$ cat config.mk
export PLATFORM = sky130hd
export DESIGN_NAME = utf8_to_utf16_converter
export DESIGN_NICKNAME = d
export VERILOG_FILES = /design/src/rtl/core/u8u16_pkg.sv /design/src/rtl/core/u8u16_queue.sv /design/src/rtl/core/u8u16_front.sv /design/src/rtl/core/u8u16_back.sv /design/src/rtl/core/utf8_to_utf16_converter.sv
export SDC_FILE = /design/constraint.sdc
export NUM_CORES = 1
export LEC_CHECK = 0
export BUFFER_PORTS_ARGS = -buffer_cell sky130_fd_sc_hd__buf_2
export CORE_MARGIN = 2
export CORE_UTILIZATION = 60
export DETAILED_ROUTE_END_ITERATION = 10
export MAX_ROUTING_LAYER = met4
export PLACE_DENSITY = 0.83
export SYNTH_ARGS = -nofsm -noshare
export SYNTH_HDL_FRONTEND = slang
export SYNTH_SLANG_ARGS = --single-unit
$ cat constraint.sdc
create_clock -name i_clk -period 4.2 [get_ports i_clk]
set_clock_uncertainty 0.05 [all_clocks]
set_input_delay 0 -clock i_clk [delete_from_list [all_inputs] [get_ports i_clk]]
set_output_delay 0 -clock i_clk [all_outputs]
set_load 0.01 [all_outputs]
$ cat src/rtl/core/u8u16_pkg.sv
// Shared types, constants and helpers for the UTF-8 to UTF-16 converter.
// No dependencies; every other file in rtl/core imports this package.
package u8u16_pkg;

    localparam int COUNT_WIDTH = 16;
    localparam int QDEPTH      = 4;
    localparam int QAW         = $clog2(QDEPTH);

    localparam int CP_W     = 21;
    localparam int UNIT_W   = 16;
    localparam int STATUS_W = 3;
    localparam int CNTF_W   = 16;

    localparam logic [STATUS_W-1:0] ST_UNIT      = 3'd0;
    localparam logic [STATUS_W-1:0] ST_END       = 3'd1;
    localparam logic [STATUS_W-1:0] ST_INVALID   = 3'd2;
    localparam logic [STATUS_W-1:0] ST_SURROGATE = 3'd3;
    localparam logic [STATUS_W-1:0] ST_OVERLONG  = 3'd4;

    localparam logic [CP_W-1:0]   CP_MAX       = 21'h10FFFF;
    localparam logic [CP_W-1:0]   CP_SURR_LO   = 21'h00D800;
    localparam logic [CP_W-1:0]   CP_SURR_HI   = 21'h00DFFF;
    localparam logic [CP_W-1:0]   CP_ASCII_TOP = 21'h000080;
    localparam logic [UNIT_W-1:0] HI_SURR_BASE = 16'hD800;
    localparam logic [UNIT_W-1:0] LO_SURR_BASE = 16'hDC00;

    typedef logic [COUNT_WIDTH-1:0] t_count;

    // One decoded result waiting for the output side.
    typedef struct packed {
        logic [STATUS_W-1:0] status;
        logic [CP_W-1:0]     cp;
        logic [CNTF_W-1:0]   count;
    } t_entry;

    function automatic logic [CNTF_W-1:0] count_field(input t_count cnt);
        return CNTF_W'(cnt);
    endfunction

endpackage

$ cat src/rtl/core/u8u16_queue.sv
// Short FIFO of decoded results between the decoder front and the encoder back.
// Depends on u8u16_pkg.
module u8u16_queue (
    input  logic             i_clk,
    input  logic             i_rst_n,
    input  logic             i_push,
    input  u8u16_pkg::t_entry i_entry,
    output logic             o_full,
    input  logic             i_pop,
    output logic             o_valid,
    output u8u16_pkg::t_entry o_entry
);
    import u8u16_pkg::*;

    t_entry           r_mem [QDEPTH];
    logic [QAW-1:0]   r_wr_ptr, r_rd_ptr;
    logic [QAW:0]     r_fill;

    assign o_full  = (r_fill == (QAW+1)'(QDEPTH));
    assign o_valid = (r_fill != '0);
    assign o_entry = r_mem[r_rd_ptr];

    always_ff @(posedge i_clk) begin
        if (i_push) begin
            r_mem[r_wr_ptr] <= i_entry;
        end
    end

    always_ff @(posedge i_clk) begin
        if (!i_rst_n) begin
            r_wr_ptr <= '0;
            r_rd_ptr <= '0;
            r_fill   <= '0;
        end else begin
            if (i_push) r_wr_ptr <= r_wr_ptr + 1'b1;
            if (i_pop)  r_rd_ptr <= r_rd_ptr + 1'b1;
            if (i_push && !i_pop) r_fill <= r_fill + 1'b1;
            else if (!i_push && i_pop) r_fill <= r_fill - 1'b1;
        end
    end

    a_no_overflow: assert property (@(posedge i_clk) disable iff (!i_rst_n)
        i_push |-> !o_full)
        else $error("queue push while full");

    a_no_underflow: assert property (@(posedge i_clk) disable iff (!i_rst_n)
        i_pop |-> o_valid)
        else $error("queue pop while empty");

    a_fill_tracks: assert property (@(posedge i_clk) disable iff (!i_rst_n)
        (i_push && !i_pop) |=> (r_fill == $past(r_fill) + 1'b1))
        else $error("queue fill count lost a push");

endmodule

$ cat src/rtl/core/u8u16_front.sv
// Decoder front: takes UTF-8 bytes, tracks the open sequence, validates and
// pushes one finished code point or status per result. Depends on u8u16_pkg.
module u8u16_front (
    input  logic             i_clk,
    input  logic             i_rst_n,
    input  logic             i_accept,
    input  logic [7:0]       i_byte,
    output logic             o_push,
    output u8u16_pkg::t_entry o_entry
);
    import u8u16_pkg::*;

    logic [1:0]      r_rem, n_rem;
    logic [CP_W-1:0] r_cp, n_cp;
    logic            r_multi, n_multi;
    logic            r_disc, n_disc;
    t_count          r_cnt, n_cnt;

    logic            push;
    t_entry          entry;

    always_comb begin
        logic [CP_W-1:0] cpn;
        t_count          cnt_inc;
        n_rem   = r_rem;
        n_cp    = r_cp;
        n_multi = r_multi;
        n_disc  = r_disc;
        n_cnt   = r_cnt;
        push    = 1'b0;
        cpn     = {r_cp[CP_W-7:0], i_byte[5:0]};
        cnt_inc = (r_cnt != '1) ? t_count'(r_cnt + 1'b1) : r_cnt;
        entry.status = ST_UNIT;
        entry.cp     = '0;
        entry.count  = count_field(r_cnt);

        if (r_disc) begin
            if (i_byte == '0) begin
                n_disc = 1'b0;
                n_cnt  = '0;
            end
        end else if (r_rem != 2'd0) begin
            push = 1'b1;
            if (i_byte == '0) begin
                // A zero inside a sequence both flags it and ends the string.
                entry.status = ST_INVALID;
                n_rem = '0; n_cp = '0; n_multi = 1'b0;
                n_cnt = '0;
            end else if (i_byte[7:6] != 2'b10) begin
                entry.status = ST_INVALID;
                n_rem = '0; n_cp = '0; n_multi = 1'b0;
                n_disc = 1'b1;
            end else if (r_rem != 2'd1) begin
                push  = 1'b0;
                n_cp  = cpn;
                n_rem = r_rem - 1'b1;
            end else begin
                n_rem = '0; n_cp = '0; n_multi = 1'b0;
                priority if (cpn > CP_MAX) begin
                    entry.status = ST_INVALID;
                    n_disc = 1'b1;
                end else if (cpn >= CP_SURR_LO && cpn <= CP_SURR_HI) begin
                    entry.status = ST_SURROGATE;
                    n_disc = 1'b1;
                end else if (cpn < CP_ASCII_TOP && r_multi) begin
                    entry.status = ST_OVERLONG;
                    n_disc = 1'b1;
                end else begin
                    if (r_multi) n_cnt = cnt_inc;
                    entry.cp    = cpn;
                    entry.count = count_field(r_multi ? cnt_inc : r_cnt);
                end
            end
        end else begin
            priority if (i_byte == '0) begin
                push = 1'b1;
                entry.status = ST_END;
                n_cnt = '0;
            end else if (!i_byte[7]) begin
                push = 1'b1;
                entry.cp = CP_W'(i_byte);
            end else if (i_byte[7:5] == 3'b110) begin
                n_cp = CP_W'(i_byte[4:0]); n_rem = 2'd1; n_multi = 1'b1;
            end else if (i_byte[7:4] == 4'b1110) begin
                n_cp = CP_W'(i_byte[3:0]); n_rem = 2'd2; n_multi = 1'b1;
            end else if (i_byte[7:3] == 5'b11110 && i_byte[2:0] <= 3'd5) begin
                n_cp = CP_W'(i_byte[2:0]); n_rem = 2'd3; n_multi = 1'b1;
            end else begin
                push = 1'b1;
                entry.status = ST_INVALID;
                n_disc = 1'b1;
            end
        end
    end

    assign o_push  = i_accept && push;
    assign o_entry = entry;

    always_ff @(posedge i_clk) begin
        if (!i_rst_n) begin
            r_rem   <= '0;
            r_cp    <= '0;
            r_multi <= 1'b0;
            r_disc  <= 1'b0;
            r_cnt   <= '0;
        end else if (i_accept) begin
            r_rem   <= n_rem;
            r_cp    <= n_cp;
            r_multi <= n_multi;
            r_disc  <= n_disc;
            r_cnt   <= n_cnt;
        end
    end

    a_disc_closed: assert property (@(posedge i_clk) disable iff (!i_rst_n)
        r_disc |-> (r_rem == 2'd0 && !r_multi))
        else $error("discarding with an open sequence");

    a_rem_multi: assert property (@(posedge i_clk) disable iff (!i_rst_n)
        (r_rem != 2'd0) |-> r_multi)
        else $error("open sequence without multibyte flag");

    a_end_clears: assert property (@(posedge i_clk) disable iff (!i_rst_n)
        (o_push && o_entry.status == ST_END) |=> (r_cnt == '0))
        else $error("count not cleared at end of string");

endmodule

$ cat src/rtl/core/u8u16_back.sv
// Encoder back: turns queued code points into UTF-16 beats, splitting a
// supplementary code point into a surrogate pair. Depends on u8u16_pkg.
module u8u16_back (
    input  logic             i_clk,
    input  logic             i_rst_n,
    input  logic             i_valid,
    input  u8u16_pkg::t_entry i_entry,
    output logic             o_pop,
    output logic             o_m_tvalid,
    input  logic             i_m_tready,
    output logic [31:0]      o_m_tdata,   // [15:0] code_unit, [31:16] multibyte_count
    output logic [2:0]       o_m_tuser,   // [2:0] status
    output logic             o_m_tlast    // last_of_run
);
    import u8u16_pkg::*;

    logic                r_valid;
    logic                r_second;
    logic [UNIT_W-1:0]   r_unit;
    logic [STATUS_W-1:0] r_status;
    logic [CNTF_W-1:0]   r_count;
    logic                r_last;

    logic                is_pair;
    logic [19:0]         offs;
    logic [UNIT_W-1:0]   hi_unit, lo_unit;
    logic                load;

    assign is_pair = (i_entry.status == ST_UNIT) && (i_entry.cp[CP_W-1:16] != '0);
    assign offs    = i_entry.cp[19:0] - 20'h10000;
    assign hi_unit = HI_SURR_BASE + UNIT_W'(offs[19:10]);
    assign lo_unit = LO_SURR_BASE + UNIT_W'(offs[9:0]);
    assign load    = i_valid && (!r_valid || i_m_tready);
    assign o_pop   = load && (!is_pair || r_second);

    always_ff @(posedge i_clk) begin
        if (load) begin
            r_status <= i_entry.status;
            r_count  <= i_entry.count;
            if (is_pair && !r_second) begin
                r_unit <= hi_unit;
                r_last <= 1'b0;
            end else if (is_pair) begin
                r_unit <= lo_unit;
                r_last <= 1'b1;
            end else begin
                r_unit <= i_entry.cp[UNIT_W-1:0];
                r_last <= 1'b1;
            end
        end
    end

    always_ff @(posedge i_clk) begin
        if (!i_rst_n) begin
            r_valid  <= 1'b0;
            r_second <= 1'b0;
        end else begin
            if (load) begin
                r_valid  <= 1'b1;
                r_second <= is_pair && !r_second;
            end else if (i_m_tready) begin
                r_valid  <= 1'b0;
            end
        end
    end

    assign o_m_tvalid = r_valid;
    assign o_m_tdata  = {r_count, r_unit};
    assign o_m_tuser  = r_status;
    assign o_m_tlast  = r_last;

    a_second_has_first: assert property (@(posedge i_clk) disable iff (!i_rst_n)
        r_second |-> (r_valid && !r_last))
        else $error("second surrogate pending without a first beat");

    a_high_surrogate: assert property (@(posedge i_clk) disable iff (!i_rst_n)
        (r_valid && !r_last) |->
            (r_status == ST_UNIT && r_unit[15:10] == 6'b110110))
        else $error("non-final beat is not a high surrogate");

    a_low_follows: assert property (@(posedge i_clk) disable iff (!i_rst_n)
        (r_valid && !r_last && i_m_tready) |=>
            (r_valid && r_last && r_unit[15:10] == 6'b110111))
        else $error("high surrogate not followed by low surrogate");

endmodule

$ cat src/rtl/core/utf8_to_utf16_converter.sv
// UTF-8 to UTF-16 converter: one byte per beat in, one UTF-16 unit per beat out.
// Each accepted byte's result is written into the result queue, then into the output register.
// Throughput: one byte per cycle while the queue has room; a surrogate pair takes two
// output beats; a 4-entry result queue absorbs those extra beats before input stalls.
// Reset (i_rst_n low, synchronous) closes any open sequence, clears the count
// and empties the queue. Depends on u8u16_pkg, u8u16_front, u8u16_queue, u8u16_back.
module utf8_to_utf16_converter (
    input  logic        i_clk,
    input  logic        i_rst_n,
    input  logic        i_s_tvalid,
    output logic        o_s_tready,
    input  logic [7:0]  i_s_tdata,   // [7:0] text_byte
    output logic        o_m_tvalid,
    input  logic        i_m_tready,
    output logic [31:0] o_m_tdata,   // [15:0] code_unit, [31:16] multibyte_count
    output logic [2:0]  o_m_tuser,   // [2:0] status
    output logic        o_m_tlast    // last_of_run
);
    import u8u16_pkg::*;

    logic   accept;
    logic   push, full, pop, q_valid;
    t_entry push_entry, head_entry;

    assign o_s_tready = !full;
    assign accept     = i_s_tvalid && o_s_tready;

    u8u16_front u_front (
        .i_clk    (i_clk),
        .i_rst_n  (i_rst_n),
        .i_accept (accept),
        .i_byte   (i_s_tdata),
        .o_push   (push),
        .o_entry  (push_entry)
    );

    u8u16_queue u_queue (
        .i_clk    (i_clk),
        .i_rst_n  (i_rst_n),
        .i_push   (push),
        .i_entry  (push_entry),
        .o_full   (full),
        .i_pop    (pop),
        .o_valid  (q_valid),
        .o_entry  (head_entry)
    );

    u8u16_back u_back (
        .i_clk      (i_clk),
        .i_rst_n    (i_rst_n),
        .i_valid    (q_valid),
        .i_entry    (head_entry),
        .o_pop      (pop),
        .o_m_tvalid (o_m_tvalid),
        .i_m_tready (i_m_tready),
        .o_m_tdata  (o_m_tdata),
        .o_m_tuser  (o_m_tuser),
        .o_m_tlast  (o_m_tlast)
    );

endmodule

==> impl_results.md <==
* Slew Viols, Final at 0
* Critical path startpoint category: register
* Clk slew on worst S/H paths at 0.06 ns
* Setup crit end kind: register
* Fraction of registers with async set/reset at 0
* Drt wl/cell at 21.5 um
* Drt drc at 0
* Tot Pwr at 0.00694 W
* Pwr dens at 607 nW/um^2
* Synthesized instance count at 672
* Vias at 6058
* HP Class: in2reg
* Rel. slew slack at 0.323
* Worst skew pair latency at 0.51 ns
* Peak supply drop at 0.332 mV
* Peak Freq at 279 MHz
* Iter 0 DRT Violations at 654
* Critical Path RT at 4.58 ns
* Final nets at 758
* Die area at 17800 um^2
* Root Driver: clkbuf_16
* Hold Fails Final Rpt at 0
* Worst Path Arrival at 3.97 ns
* Routed Antenna Nets at 0
* Placeable Area at 16500 um^2
* Port Buf Inserts at 49
* Yosys cell types at 57
* EDFF count, synth at 196
* # fillers at 1066
* Via/cell ratio at 6.23
* Overall routing resource usage at 0.248
* Final estimated routing congestion in global placement at 0.881
* GRT overflow at 0
* Sequential element share of the synthesized area at 0.677
* Layout cells sized above 1 at 0.198
* Synth-to-layout area growth at 13.9%
* Synth warn at 0
* Number of I/O pins at 50
* Design Area, Final at 11400 um^2
* Initial antenna violation count at 0
* Critical Path Fanout Max at 18
* First-pass GRT wire length at 33000 um
* Post-synthesis cell area at 10100 um^2
* Placed wire-length estimate at 13000 um
* ANT cells at 0
* Vias in the first global route at 5851
* RSZ-0062 raised after global routing: no
* Synthesized flop and latch total at 242
* Dominant cells by area after synthesis: edfxtp_1 (59%), dfxtp_1 (9.2%), mux4_2 (9.0%)
* CTS max path bufs at 3
* Final Cycle Share at 0.854
* Placement Cell Area at 10600 um^2
* Die Span Y at 133 um
* Top cell type's share of synthesized area at 0.586
* Max_cap viols at 0
* Worst-margin pin slew at 1.01 ns
* Htree depth at 1
* WS Path Type: reg2reg
* Syn Area/Cell at 15.0 um^2
* Rows at 47
* Largest net degree at the start of global routing at 41
* Drt total wl at 20900 um
* Starting density of the core at 0.610
* Post-route minimum period at 3.59 ns
* Cts hold-fix bufs at 13
* Cts bufs inserted at 24
* Die X at 133 um
* Clk sinks at 242
* Leak at 3.86 nW
* Syn nets at 694
* Final setup vio count at 0
* Initial DRT Pass Iterations at 5
* Outcome: finished, final reports clean
* Top FF cell, synth: edfxtp_1
* Setup TNS at 0 ns
* PostCTS Resize Cnt at 0
* Setup Buffers After CTS at 0
* TritonCTS clock tree: built
* Post-layout util at 0.695
* Cell taking the most area after synthesis: edfxtp_1
## critical path: stages, from the launching register on
cell and delay (ns):
dfxtp_2 0.65, mux4_2 0.61, inv_1 0.08, ha_1 0.19, or4b_4 0.51, nand2_4 0.25
nand2_2 0.11, ha_1 0.21, inv_1 0.08, fa_1 0.19, xor2_1 0.08, or3_1 0.30
a21boi_1 0.19
## synth_stat cells (2+ instances only)
cell and count:
edfxtp_1 196, nand2_1 55, dfxtp_1 46, mux4_2 40, and2_1 34, nand3_1 30
clkbuf_1 22, a21oi_1 21, nor2_1 19, a21boi_1 17, inv_1 16, a31oi_1 15
o21ai_1 11, xnor2_1 10, ha_1 9, nand4_1 9, nor3_1 9, and3_1 8
buf_2 8, xor2_1 8, mux2_1 7, nand2b_1 7, nor4_1 6, o21ai_0 6
and4_1 5, mux2i_1 5, o211ai_1 5, or2_1 5, a211o_1 4, or3_1 4
buf_1 3, nor2b_1 3, o21a_1 3, inv_2 2, o2bb2ai_1 2
## registers in the layout, summed over array words and instances, names as in the netlist, named ones only
signal             cells
u_queue.r_wr_ptr       2
u_back.r_count        16
u_back.r_second        1
u_front.r_rem          2
u_queue.r_mem        160
u_back.r_unit         16
u_queue.r_fill         3
u_back.o_m_tlast       1
u_queue.r_rd_ptr       2
u_back.o_m_tvalid      1
u_front.r_cp          15
u_front.r_cnt         16
u_back.o_m_tuser       3
u_front.r_multi        1
u_front.r_disc         1
## kinds of logic after synthesis
kind of cell	Yosys count	synth area share
buffers and inverters	52	0.0212
AO/OA/AOI/OAI	91	0.0580
AND/OR/NAND/NOR	207	0.112
XOR/XNOR	18	0.0157
multiplexers	52	0.102
adder cells (fa/ha/maj)	10	0.0132
flip-flops	242	0.677
## per-stage QoR
stage / hold WS [ns] / setup slack (ns) / instances
2_1_floorplan: 0.101 / 0.511 / 672
3_3_place_gp: 0.244 / 0.855 / 917
3_5_place_dp: 0.254 / 0.577 / 917
4_1_cts: 0.00919 / 0.576 / 973
5_1_grt: 0.0393 / 0.413 / 973
6_report: 0.0311 / 0.612 / 973
## power breakdown
group	internal [W]	switching, W	total [W]
sequential	0.00312	0.000183	0.00330
clock	0.00118	0.000875	0.00206
combinational	0.000678	0.000907	0.00159
total	0.00498	0.00197	0.00694
## layout make-up
type	instances	area, um^2	share of cell area
Clock inverter	13	93.8	0.00820
Timing Repair Buffer	72	488	0.0426
Clock buffer	30	664	0.0581
Sequential cell	242	6810	0.595
Multi-Input combinational cell	378	3050	0.266
Inverter	18	67.6	0.00590
Tap cell	220	275	0.0241
## layer usage
metal	wire length, um	GRT usage
met3	1790	0.0381
met2	10000	0.379
met1	8820	0.362
met5	0	-
met4	255	0.0520
## worst paths after layout
check	slack, ns	depth (start not counted)	endpoint	from
min reg2reg	0.43	2	u_front.r_cp[13]	u_front.r_cp[13]
min	0.03	2	u_back.o_m_tvalid	i_rst_n
max	0.61	12	u_queue.r_fill[2]	register
max reg2reg	0.61	12	u_queue.r_fill[2]	register
## cells in the final DEF, fill, tap and decap left out, types with 8 or more instances in the layout
master           n
a21oi_1         20
o21ai_1         11
nand3_1         30
xor2_1           8
buf_2           49
nand4_1          9
nor2_1          19
dfxtp_1         45
nor3_1           9
ha_1             9
xnor2_1         10
and2_1          30
inv_1           16
mux4_2          40
clkbuf_16       25
and3_1           8
a21boi_1        17
edfxtp_1       196
nand2_1         55
dlygate4sd3_1   13
a31oi_1         15
Power figures use the tool's default switching activity.
